[src/sv/pvn_pkg.sv]
// ----------------------------------------------------------------------------
// pvn_pkg
// Types and constants for the vector normaliser.
// ----------------------------------------------------------------------------
package pvn_pkg;

	localparam int SAMPLE_W = 32;
	localparam int SUM_W    = 38;
	localparam int DEV_W    = 33;
	localparam int SQ_W     = 64;
	localparam int QSUM_W   = 70;
	localparam int NQ_W     = 78;
	localparam int ROOT_W   = 40;
	localparam int QUOT_W   = 63;

	typedef enum logic [3:0] {
		ST_LOAD,
		ST_DIV,
		ST_VAR_RD,
		ST_VAR_ACC,
		ST_NQ,
		ST_SQRT,
		ST_EMIT_RD,
		ST_EMIT_DIV,
		ST_EMIT_OUT
	} state_t;

	// start request and finish report of the shared divider
	typedef struct packed {
		logic                 start;
		logic [QUOT_W-1:0]    num;
		logic [ROOT_W-1:0]    den;
	} div_req_t;

	typedef struct packed {
		logic                 done;
		logic [QUOT_W-1:0]    quot;
	} div_rsp_t;

endpackage

[src/sv/pvn_sqrt.sv]
// ----------------------------------------------------------------------------
// pvn_sqrt
// Floor square root, one result bit per cycle (digit recurrence).
// ----------------------------------------------------------------------------
module pvn_sqrt (
	input  logic                       clk,
	input  logic                       arst_n,
	input  logic                       start,
	input  logic [pvn_pkg::NQ_W-1:0]   radicand,
	output logic                       done,
	output logic [pvn_pkg::ROOT_W-1:0] root
);
	import pvn_pkg::*;

	localparam int CNT_W = $clog2(ROOT_W + 1);
	localparam int REM_W = ROOT_W + 2;

	logic [2*ROOT_W-1:0] rad_q;
	logic [REM_W-1:0]    rem_q;
	logic [ROOT_W-1:0]   root_q;
	logic [CNT_W-1:0]    cnt_q;
	logic                busy_q;
	logic                done_q;
	logic [REM_W-1:0]    rem_sh;
	logic [REM_W-1:0]    tst;

	assign rem_sh = {rem_q[REM_W-3:0], rad_q[2*ROOT_W-1 -: 2]};
	assign tst    = {root_q, 2'b01};

	always_ff @(posedge clk or negedge arst_n) begin
		if (!arst_n) begin
			busy_q <= 1'b0;
			done_q <= 1'b0;
			cnt_q  <= '0;
		end else begin
			done_q <= 1'b0;
			if (start) begin
				busy_q <= 1'b1;
				cnt_q  <= CNT_W'(ROOT_W);
			end else if (busy_q) begin
				cnt_q <= cnt_q - 1'b1;
				if (cnt_q == CNT_W'(1)) begin
					busy_q <= 1'b0;
					done_q <= 1'b1;
				end
			end
		end
	end

	always_ff @(posedge clk) begin
		if (start) begin
			rad_q  <= {{(2*ROOT_W-NQ_W){1'b0}}, radicand};
			rem_q  <= '0;
			root_q <= '0;
		end else if (busy_q) begin
			rad_q <= {rad_q[2*ROOT_W-3:0], 2'b00};
			if (rem_sh >= tst) begin
				rem_q  <= rem_sh - tst;
				root_q <= {root_q[ROOT_W-2:0], 1'b1};
			end else begin
				rem_q  <= rem_sh;
				root_q <= {root_q[ROOT_W-2:0], 1'b0};
			end
		end
	end

	assign done = done_q;
	assign root = root_q;

endmodule

[config.mk]
export PLATFORM = sky130hd
export DESIGN_NAME = pvn_sqrt
export DESIGN_NICKNAME = d
export VERILOG_FILES = /design/src/sv/pvn_pkg.sv /design/src/sv/pvn_sqrt.sv
export SDC_FILE = /design/constraint.sdc
export NUM_CORES = 1
export LEC_CHECK = 0
export BUFFER_PORTS_ARGS = -buffer_cell sky130_fd_sc_hd__buf_2
export CORE_MARGIN = 2
export CORE_UTILIZATION = 40
export DETAILED_ROUTE_END_ITERATION = 7
export HOLD_SLACK_MARGIN = 0.06
export PLACE_DENSITY = 0.71
export SLEW_MARGIN = 20
export SYNTH_ARGS = -nofsm -noshare
export SYNTH_HDL_FRONTEND = slang
export SYNTH_SLANG_ARGS = --single-unit
[constraint.sdc]
create_clock -name clk -period 4 [get_ports clk]
set_clock_uncertainty 0.1 [all_clocks]
set_input_delay 0.4 -clock clk [delete_from_list [all_inputs] [get_ports clk]]
set_output_delay 0.4 -clock clk [all_outputs]
set_load 0.03 [all_outputs]
==> summary.txt <==
Post-synth EDFFs: 78
GRT Resource Usage Total: 16.9%
CTS tree: done
Levels on crit path: 12
Core area: 0.0234 mm^2
Die Wd: 158 um
Pleak: 4.82 nW
Worst Reg-to-Reg Cells: 12
CP endpoint kind: register
CP dominant cell by count: a21oi_1
Cell variety after synth: 71
Commonest non-fill, non-tap cells in the layout: buf_2, nor2_1, dfxtp_1, edfxtp_1, mux2_2
Most common cell after layout, fill and taps aside: buf_2
Predominant post-synthesis flop cell: dfxtp_1
Clock root buffer: clkbuf_16
First-pass GRT wire length: 33500 um
Mapped cell area: 0.00949 mm^2
Syn_nets: 1035
Nets: 1126
Initial DRC count: 356
Crit path cell chain: inv_1 -> ha_1 -> a21o_1 -> a21oi_1 -> nand2_1 -> a311oi_2 -> a21oi_1 -> and3b_2 -> buf_12 -> nor3_2 -> a21oi_1 -> a211oi_2
CP bufs+invs: 2
Avg Inst Size Synth: 10.4 um^2
Finish-stage setup viols: 0
Max_cap viols: 0
WHS: 0.128 ns
Starting Density: 40.5%
#FFs+latches synth: 168
GPL Wtd Cong: 0.870
Synthesis warning total: 0
Maximum vdd drop: 0.321 mV
Critical Path RT: 4.18 ns
Worst path slowest cell: and3b_2
Share of flip-flops with an asynchronous set or reset: 4.76%
Cells after Synth: 910
CP Class: register to register
Initial antenna violation count: 3
Final setup TNS: 0 ns
Critical path peak fanout: 33
Grt total ovfl: 0
Vias in the first global route: 6766
Slew HR: 43.7%
CTS Buffer Depth: 2
Max incr delay on CP: 0.65 ns
Unrepaired setup endpoints after global routing: no
Crit path arrival time: 3.55 ns
Die area: 0.0250 mm^2
Ratio of cells with drive above 1 in the final layout: 27.8%
Worst path top cell family by delay: compound AO/OA/AOI/OAI gates
TritonCTS Sinks: 168
Chip height: 158 um
Vias/cell: 5.21
DRC viols: 0
Overall power: 7.85 mW
Row count: 56
Seq/Total Area, Yosys: 44.1%
Area grow syn2layout: 15.4%
Hold_buf cts: 1
Tightest Pin Transition: 0.845 ns
Clock latency on the worst-skew pair: 0.44 ns
Worst Hold Class: input port to register
Fill cell count: 2220
Max Transition Viols Final: 0
Routed WL: 20500 um
DP HPWL: 14000 um
Final Hold Fails: 0
Pwr per Cell Area: 716 mW/mm^2
Outcome: finished, final reports clean
Pre-antenna DRT Iters: 5
Routed Antenna Nets: 0
Fmax: 0.297 GHz
H-Tree Level Count: 4
Buffers on Ports: 121
Clock-pin transition on the worst setup and hold timing paths: 0.09 ns
Post-route minimum period: 3.37 ns
I/O pins: 122
Inserted Clock Buffers: 17
Tcrit/Tclk final: 84.2%
Largest net degree at the start of global routing: 169
Setup Buffers After CTS: 0
CP startpoint kind: register
Post_cts resized: 0
Drt wl/cell: 15.3 um
Hold path depth: 2
Vias: 6959
[per-stage QoR]
stage          cells  worst slack (ns)  utilization (%)  cell area, um^2
3_5_place_dp    1300             0.679             44.0            10300
5_1_grt         1333             0.392             46.8            10900
2_1_floorplan    910             0.736                -             9490
3_3_place_gp    1300             0.734             44.0            10300
6_report        1335             0.631             46.8            11000
4_1_cts         1333             0.635             46.8            10900
[Yosys cell counts (10+ instances only)]
cell type  count  share of area [%]
nor2b_1       11               0.73
o21ai_0       24                1.3
ha_1          44                5.8
a211oi_1      21                1.7
a21oi_1       43                2.3
inv_1         51                2.0
a21oi_2       12                1.1
nor2_1       114                4.5
nand3_1       13               0.69
clkbuf_1      37                1.5
xor2_1        10               0.92
a211oi_2      12                1.6
nand4_1       15               0.99
mux2_2        76                9.0
edfxtp_1      78                 25
dfxtp_1       82                 17
a31oi_1       12               0.79
nand2_1       24               0.95
a21o_1        27                2.1
buf_2         10               0.53
xnor2_1       29                2.7
mux2i_1       56                5.9
[cells by family (layout without fill, tap and decap cells)]
kind of cell / after synthesis / after routing / share of synthesized area (%)
compound gates: 193 / 193 / 14.7
xor+xnor: 39 / 39 / 3.60
fa+ha+maj: 44 / 44 / 5.80
buf+inv: 108 / 212 / 5.12
flops: 168 / 168 / 44.1
mux: 134 / 134 / 15.2
other cells: 0 / 2 / 0
simple gates: 224 / 224 / 11.5
[sequential cells by signal, summed over array words and instances, names as in the netlist]
register / cells
rad_q: 80
rem_q: 40
root: 40
cnt_q: 6
busy_q: 1
done: 1
[final cells by class]
| type | instances | area (um^2) | share of cell area [%] |
|---|---|---|---|
| clock buffer | 17 | 425 | 3.88 |
| tap | 319 | 399 | 3.64 |
| antenna | 2 | 5.00 | 0.0457 |
| multi-input combinational | 634 | 4820 | 44.0 |
| sequential | 168 | 4190 | 38.2 |
| timing repair buffer | 128 | 704 | 6.43 |
| clock inverter | 15 | 210 | 1.92 |
| inverter | 52 | 200 | 1.83 |
[final timing paths]
path	startpoint	endpoint	slack [ns]
worst min register to register	rad_q[77]	rad_q[79]	0.39
min in group asynchronous	arst_n	cnt_q[5]	0.22
worst max register to register	root[2]	rem_q[34]	0.63
worst max-delay path	root[2]	rem_q[34]	0.63
worst min-delay path	radicand[0]	rad_q[0]	0.13
max in group asynchronous	arst_n	busy_q	3.39
[report_power, final]
group | switching [mW] | internal, mW
Sequential | 0.162 | 2.06
Combinational | 2.13 | 1.74
Clock | 0.835 | 0.915
[routing by layer]
metal / part of all wire [%] / wire length (um) / GRT usage [%]
met5: 0.064 / 13 / 0
met4: 1.7 / 340 / 4.80
met3: 8.0 / 1640 / 6.65
met2: 45 / 9190 / 26.7
met1: 45 / 9290 / 21.3
[worst register-to-register path: cells and delay by family (launching register included)]
kind	cells	cell delay [ns]
AOI/OAI and AO/OA	6	1.10
DFF	1	0.39
adders and majority gates	1	0.35
and+or+nand+nor	3	0.94
buffers and inverters	2	0.34
No activity file was read; power rests on OpenSTA's default activity.
