`src/sv/pvn_pkg.sv`:
```
// ----------------------------------------------------------------------------
// pvn_pkg
// Types and constants for the vector normaliser.
// ----------------------------------------------------------------------------
package pvn_pkg;

	localparam int SAMPLE_W = 32;
	localparam int SUM_W    = 38;
	localparam int DEV_W    = 33;
	localparam int SQ_W     = 64;
	localparam int QSUM_W   = 70;
	localparam int NQ_W     = 78;
	localparam int ROOT_W   = 40;
	localparam int QUOT_W   = 63;

	typedef enum logic [3:0] {
		ST_LOAD,
		ST_DIV,
		ST_VAR_RD,
		ST_VAR_ACC,
		ST_NQ,
		ST_SQRT,
		ST_EMIT_RD,
		ST_EMIT_DIV,
		ST_EMIT_OUT
	} state_t;

	// start request and finish report of the shared divider
	typedef struct packed {
		logic                 start;
		logic [QUOT_W-1:0]    num;
		logic [ROOT_W-1:0]    den;
	} div_req_t;

	typedef struct packed {
		logic                 done;
		logic [QUOT_W-1:0]    quot;
	} div_rsp_t;

endpackage

```
`src/sv/pvn_divider.sv`:
```
// ----------------------------------------------------------------------------
// pvn_divider
// Unsigned restoring divider, one quotient bit per cycle.
// ----------------------------------------------------------------------------
module pvn_divider (
	input  logic              clk,
	input  logic              arst_n,
	input  pvn_pkg::div_req_t req,
	output pvn_pkg::div_rsp_t rsp
);
	import pvn_pkg::*;

	localparam int CNT_W = $clog2(QUOT_W + 1);

	logic [QUOT_W-1:0] quot_q;
	logic [ROOT_W:0]   rem_q;
	logic [ROOT_W-1:0] den_q;
	logic [CNT_W-1:0]  cnt_q;
	logic              busy_q;
	logic              done_q;
	logic [ROOT_W:0]   trial;

	assign trial = {rem_q[ROOT_W-1:0], quot_q[QUOT_W-1]};

	always_ff @(posedge clk or negedge arst_n) begin
		if (!arst_n) begin
			busy_q <= 1'b0;
			done_q <= 1'b0;
			cnt_q  <= '0;
		end else begin
			done_q <= 1'b0;
			if (req.start) begin
				busy_q <= 1'b1;
				cnt_q  <= CNT_W'(QUOT_W);
			end else if (busy_q) begin
				cnt_q <= cnt_q - 1'b1;
				if (cnt_q == CNT_W'(1)) begin
					busy_q <= 1'b0;
					done_q <= 1'b1;
				end
			end
		end
	end

	always_ff @(posedge clk) begin
		if (req.start) begin
			quot_q <= req.num;
			rem_q  <= '0;
			den_q  <= req.den;
		end else if (busy_q) begin
			if (trial >= {1'b0, den_q}) begin
				rem_q  <= trial - {1'b0, den_q};
				quot_q <= {quot_q[QUOT_W-2:0], 1'b1};
			end else begin
				rem_q  <= trial;
				quot_q <= {quot_q[QUOT_W-2:0], 1'b0};
			end
		end
	end

	assign rsp.done = done_q;
	assign rsp.quot = quot_q;

endmodule

```
`config.mk`:
```
export PLATFORM = sky130hd
export DESIGN_NAME = pvn_divider
export DESIGN_NICKNAME = d
export VERILOG_FILES = /design/src/sv/pvn_pkg.sv /design/src/sv/pvn_divider.sv
export SDC_FILE = /design/constraint.sdc
export NUM_CORES = 1
export LEC_CHECK = 0
export BUFFER_PORTS_ARGS = -buffer_cell sky130_fd_sc_hd__buf_2
export CAP_MARGIN = 10
export CORE_MARGIN = 8
export CORE_UTILIZATION = 59
export DETAILED_ROUTE_END_ITERATION = 16
export PLACE_DENSITY_LB_ADDON = 0.2
export REMOVE_ABC_BUFFERS = 1
export SETUP_SLACK_MARGIN = 0.1
export SLEW_MARGIN = 30
export SYNTH_ARGS = -nofsm -noshare
export SYNTH_HDL_FRONTEND = slang
export SYNTH_SLANG_ARGS = --single-unit
```
`constraint.sdc`:
```
create_clock -name clk -period 6.9 [get_ports clk]
set_clock_uncertainty 0.1 [all_clocks]
set_input_delay 0 -clock clk [delete_from_list [all_inputs] [get_ports clk]]
set_output_delay 0 -clock clk [all_outputs]
set_load 0.1 [all_outputs]
```
==> impl_metrics.env <==
export IMPL_run_status="finished clean"
export IMPL_final_hold_viol_count=0
export IMPL_routedWlPerCell_um=18.98
export IMPL_grt_pass1_vias=7144
export IMPL_row_count=44
export IMPL_clk_latency_ns=0.43
export IMPL_synth_enable_flop_cells=103
export IMPL_cts_root_to_sink_buffers=2
export IMPL_floorplan_core_area_um2=14310
export IMPL_cts_root_buf="sky130_fd_sc_hd__clkbuf_16"
export IMPL_power_clock_fraction_pct=23.9
export IMPL_num_antenna_cells=0
export IMPL_setup_repair_after_global_routing_missed_its_margin="no"
export IMPL_layout_commonest_cell="sky130_fd_sc_hd__buf_2"
export IMPL_timing_final_max_slew_violations=0
export IMPL_grt_max_degree=85
export IMPL_gpl_final_weighted_congestion=0.8775
export IMPL_p_int_mw=2.420
export IMPL_leakage_nw=4.984
export IMPL_num_clock_sinks=151
export IMPL_dr_pass1_iters=5
export IMPL_ys_seq_elements=151
export IMPL_layout_common_cells="sky130_fd_sc_hd__buf_2 (168), sky130_fd_sc_hd__dlygate4sd3_1 (105), sky130_fd_sc_hd__edfxtp_1 (103), sky130_fd_sc_hd__mux2_2 (62), sky130_fd_sc_hd__nor2_1 (57)"
export IMPL_fmax_mhz=284.2
export IMPL_initialDrtViolationCount=621
export IMPL_grt_antenna_before_repair=0
export IMPL_worst_path_most_repeated_cell="sky130_fd_sc_hd__o211ai_2"
export IMPL_drv_max_cap_violation_count=0
export IMPL_clkSlewWorstSetupHoldPaths_ns=0.07
export IMPL_synth_async_reset_ratio_pct=5.298
export IMPL_chipHeight_um=136.1
export IMPL_fin_nets=1187
export IMPL_final_wirelength_um=23440
export IMPL_cp_top_family="compound AO/OA/AOI/OAI gates"
export IMPL_seqCellArea_um2=4095
export IMPL_crit_buf_inv=2
export IMPL_pd_cells_nw_per_um2=369.6
export IMPL_finalSetupViolations=0
export IMPL_timing_critical_path_slowest_cell_delay_ns=0.51
export IMPL_dpl_worst_slack_ns=3.447
export IMPL_crit_type="reg2reg"
export IMPL_p_sw_mw=1.692
export IMPL_die_area_um2=18540
export IMPL_post_route_cells_drive_above_1_share_pct=27.40
export IMPL_vias_after_detailed_routing=7128
export IMPL_syn_area_per_cell_um2=10.91
export IMPL_floorplan_initialDensity_pct=59.50
export IMPL_post_cts_setup_buffer_count=0
export IMPL_timing_final_ws_setup_ns=3.381
export IMPL_yosysUniqueCellTypes=69
export IMPL_critical_path_slowest_cell="sky130_fd_sc_hd__nor2_4"
export IMPL_netlist_instances=781
export IMPL_dieWidth_um=136.1
export IMPL_vdd_ir_drop_worst_mv=0.2543
export IMPL_grt_overflow_total=0
export IMPL_swShare_pct=41.15
export IMPL_area_growth_pct=30.63
export IMPL_worst_ep_required_time_ns=7.11
export IMPL_grt_first_pass_wirelength_um=36920
export IMPL_global_route_usage_total_pct=25.40
export IMPL_synth_flop_cell="sky130_fd_sc_hd__edfxtp_1"
export IMPL_syn_area_um2=8517
export IMPL_share_of_the_yosys_chip_area_belonging_to_registers_pct=48.07
export IMPL_design_portCount=170
export IMPL_tcrit_tclk_final_pct=51.00
export IMPL_detail_route_vias_per_cell=5.772
export IMPL_fin_tns_setup_ns=0
export IMPL_ctsHtreeMaxLevel=4
export IMPL_yosysWarningCount=0
export IMPL_hold_path_class="in2reg"
export IMPL_crit_fanout=28
export IMPL_multi_input_area_um2=4054
export IMPL_drcViolationCount=0
export IMPL_crit_path_cell_trace="inv_1 > ha_1 > a21o_1 > a31o_2 > o211ai_2 > nand3_2 > o211ai_2 > a21oi_2 > nor2_4 > buf_4 > nand2_1 > a311oi_1"
export IMPL_timing_slew_headroom_pct=43.70
export IMPL_crit_path_end_kind="flip-flop"
export IMPL_ant_nets=0
export IMPL_tritoncts_clock_tree="done"
export IMPL_critical_path_startpoint_type="flip-flop"
export IMPL_placement_io_buffers=169
export IMPL_fin_crit_ns=3.519
export IMPL_cts_inserted_buffers=17
export IMPL_worst_slew_pin_slew_ns=0.8414
export IMPL_fillers=929
export IMPL_place_hpwl_um=14480
export IMPL_comb_power_share_pct=45.3
export IMPL_p_seq_share_pct=30.8
export IMPL_worst_endpoint_arrival_ns=3.73
## cells by family after synthesis
| kind of cell | synth area share [%] |
|---|---|
| buffers and inverters | 4.392 |
| and+or+nand+nor | 11.08 |
| DFF | 48.07 |
| muxes | 12.19 |
| adders and majority gates | 6.405 |
| xor gates and xnor gates | 3.702 |
| AOI/OAI and AO/OA | 14.16 |
## stage by stage
stage	std cells	power, mW	cell area (um^2)	hold WS [ns]	utilization [%]
finish	1235	4.112	11130	0.04619	77.73
global route	1235	4.316	11130	0.04783	77.73
CTS	1235	4.086	11120	0.1536	77.70
detailed placement	1098	3.047	9449	-0.2485	66.01
global placement	1098	3.036	9449	-0.2500	66.01
floorplan	741	2.691	8334	-0.3956	-
## cell usage after synthesis, types with 3 or more instances
cell type	number	area (um^2)
sky130_fd_sc_hd__nor3_1	11	55.05
sky130_fd_sc_hd__inv_1	51	191.4
sky130_fd_sc_hd__nand2_1	48	180.2
sky130_fd_sc_hd__o21a_1	4	30.03
sky130_fd_sc_hd__nand4_1	10	62.56
sky130_fd_sc_hd__and2_1	6	37.54
sky130_fd_sc_hd__xnor2_1	22	192.7
sky130_fd_sc_hd__nand2b_1	13	81.33
sky130_fd_sc_hd__a41oi_1	3	26.28
sky130_fd_sc_hd__a21o_1	17	127.6
sky130_fd_sc_hd__nor2_1	57	214.0
sky130_fd_sc_hd__o21bai_1	4	30.03
sky130_fd_sc_hd__o211ai_1	6	45.04
sky130_fd_sc_hd__a211oi_1	31	232.7
sky130_fd_sc_hd__ha_1	42	525.5
sky130_fd_sc_hd__o21ai_0	25	125.1
sky130_fd_sc_hd__a32oi_1	4	35.03
sky130_fd_sc_hd__dfrtp_1	8	200.2
sky130_fd_sc_hd__mux2_2	62	698.2
sky130_fd_sc_hd__buf_4	4	30.03
sky130_fd_sc_hd__buf_2	13	65.06
sky130_fd_sc_hd__mux2i_1	34	340.3
sky130_fd_sc_hd__xor2_1	14	122.6
sky130_fd_sc_hd__clkbuf_1	21	78.83
sky130_fd_sc_hd__a31oi_1	6	37.54
sky130_fd_sc_hd__a21oi_2	3	26.28
sky130_fd_sc_hd__nor3b_1	3	22.52
sky130_fd_sc_hd__edfxtp_1	103	3093
sky130_fd_sc_hd__o21ai_1	3	15.01
sky130_fd_sc_hd__dfxtp_1	40	800.8
sky130_fd_sc_hd__and3_1	5	31.28
sky130_fd_sc_hd__a21oi_1	42	210.2
sky130_fd_sc_hd__and4_1	3	26.28
sky130_fd_sc_hd__a311oi_1	4	35.03
sky130_fd_sc_hd__nand3_1	9	45.04
sky130_fd_sc_hd__nor2b_1	7	43.79
## path summary, 6_finish.rpt
| kind | start | end | slack [ns] | cells after the start |
|---|---|---|---|---|
| max in group asynchronous | arst_n | busy_q | 5.96 | 3 |
| min in group asynchronous | arst_n | done_q | 0.45 | 3 |
| worst min register to register | rem_q[30] | rem_q[30] | 0.40 | 2 |
| worst max register to register | den_q[4] | rem_q[35] | 3.38 | 12 |
| worst max-delay path | den_q[4] | rem_q[35] | 3.38 | 12 |
| worst min-delay path | req[103] | den_q[6] | 0.05 | 1 |
## state kept, by name, indices dropped and copies added, names as in the netlist
name / flops
quot_q: 63
den_q: 40
rem_q: 40
cnt_q: 6
busy_q: 1
done_q: 1
## cell type report
type | count | area share (%)
flip-flops and latches | 151 | 36.81
multi-input cells | 539 | 36.44
clock inverters | 14 | 1.732
inverters | 51 | 1.721
repair buffers | 278 | 17.38
clock buffers | 18 | 3.857
well taps | 184 | 2.069
## metal layers
layer  global-route usage (%)  vias to the layer above  share of wire [%]
met3                    7.465                       44                8.1
met1                    31.15                     3365                 41
met5                        0                        -                  0
li1                         -                     3403                  -
met2                    41.61                      316                 48
met4                    9.457                        0                2.8
## worst reg2reg max path, stage by stage, from the launching register on
cell and delay, ns:
sky130_fd_sc_hd__edfxtp_1 0.35, sky130_fd_sc_hd__inv_1 0.05, sky130_fd_sc_hd__ha_1 0.36, sky130_fd_sc_hd__a21o_1 0.20
sky130_fd_sc_hd__a31o_2 0.25, sky130_fd_sc_hd__o211ai_2 0.19, sky130_fd_sc_hd__nand3_2 0.12, sky130_fd_sc_hd__o211ai_2 0.21
sky130_fd_sc_hd__a21oi_2 0.12, sky130_fd_sc_hd__nor2_4 0.51, sky130_fd_sc_hd__buf_4 0.49, sky130_fd_sc_hd__nand2_1 0.12
sky130_fd_sc_hd__a311oi_1 0.33
## power by group through the flow
stage | registers [mW] | logic (mW) | clock network, mW
2_1_floorplan | 1.56 | 1.13 | 0
3_3_place_gp | 1.27 | 1.77 | 0
3_5_place_dp | 1.27 | 1.78 | 0
4_1_cts | 1.26 | 1.84 | 0.992
5_1_grt | 1.28 | 2.01 | 1.02
6_report | 1.27 | 1.86 | 0.982
## repair_timing
item | in CTS | in global routing
hold buffers | 105 | 0
gates resized for setup | 0 | 0
setup endpoints to repair | 0 | 0
hold endpoints to repair | 111 | 0
(Power assumes the default switching activity.)
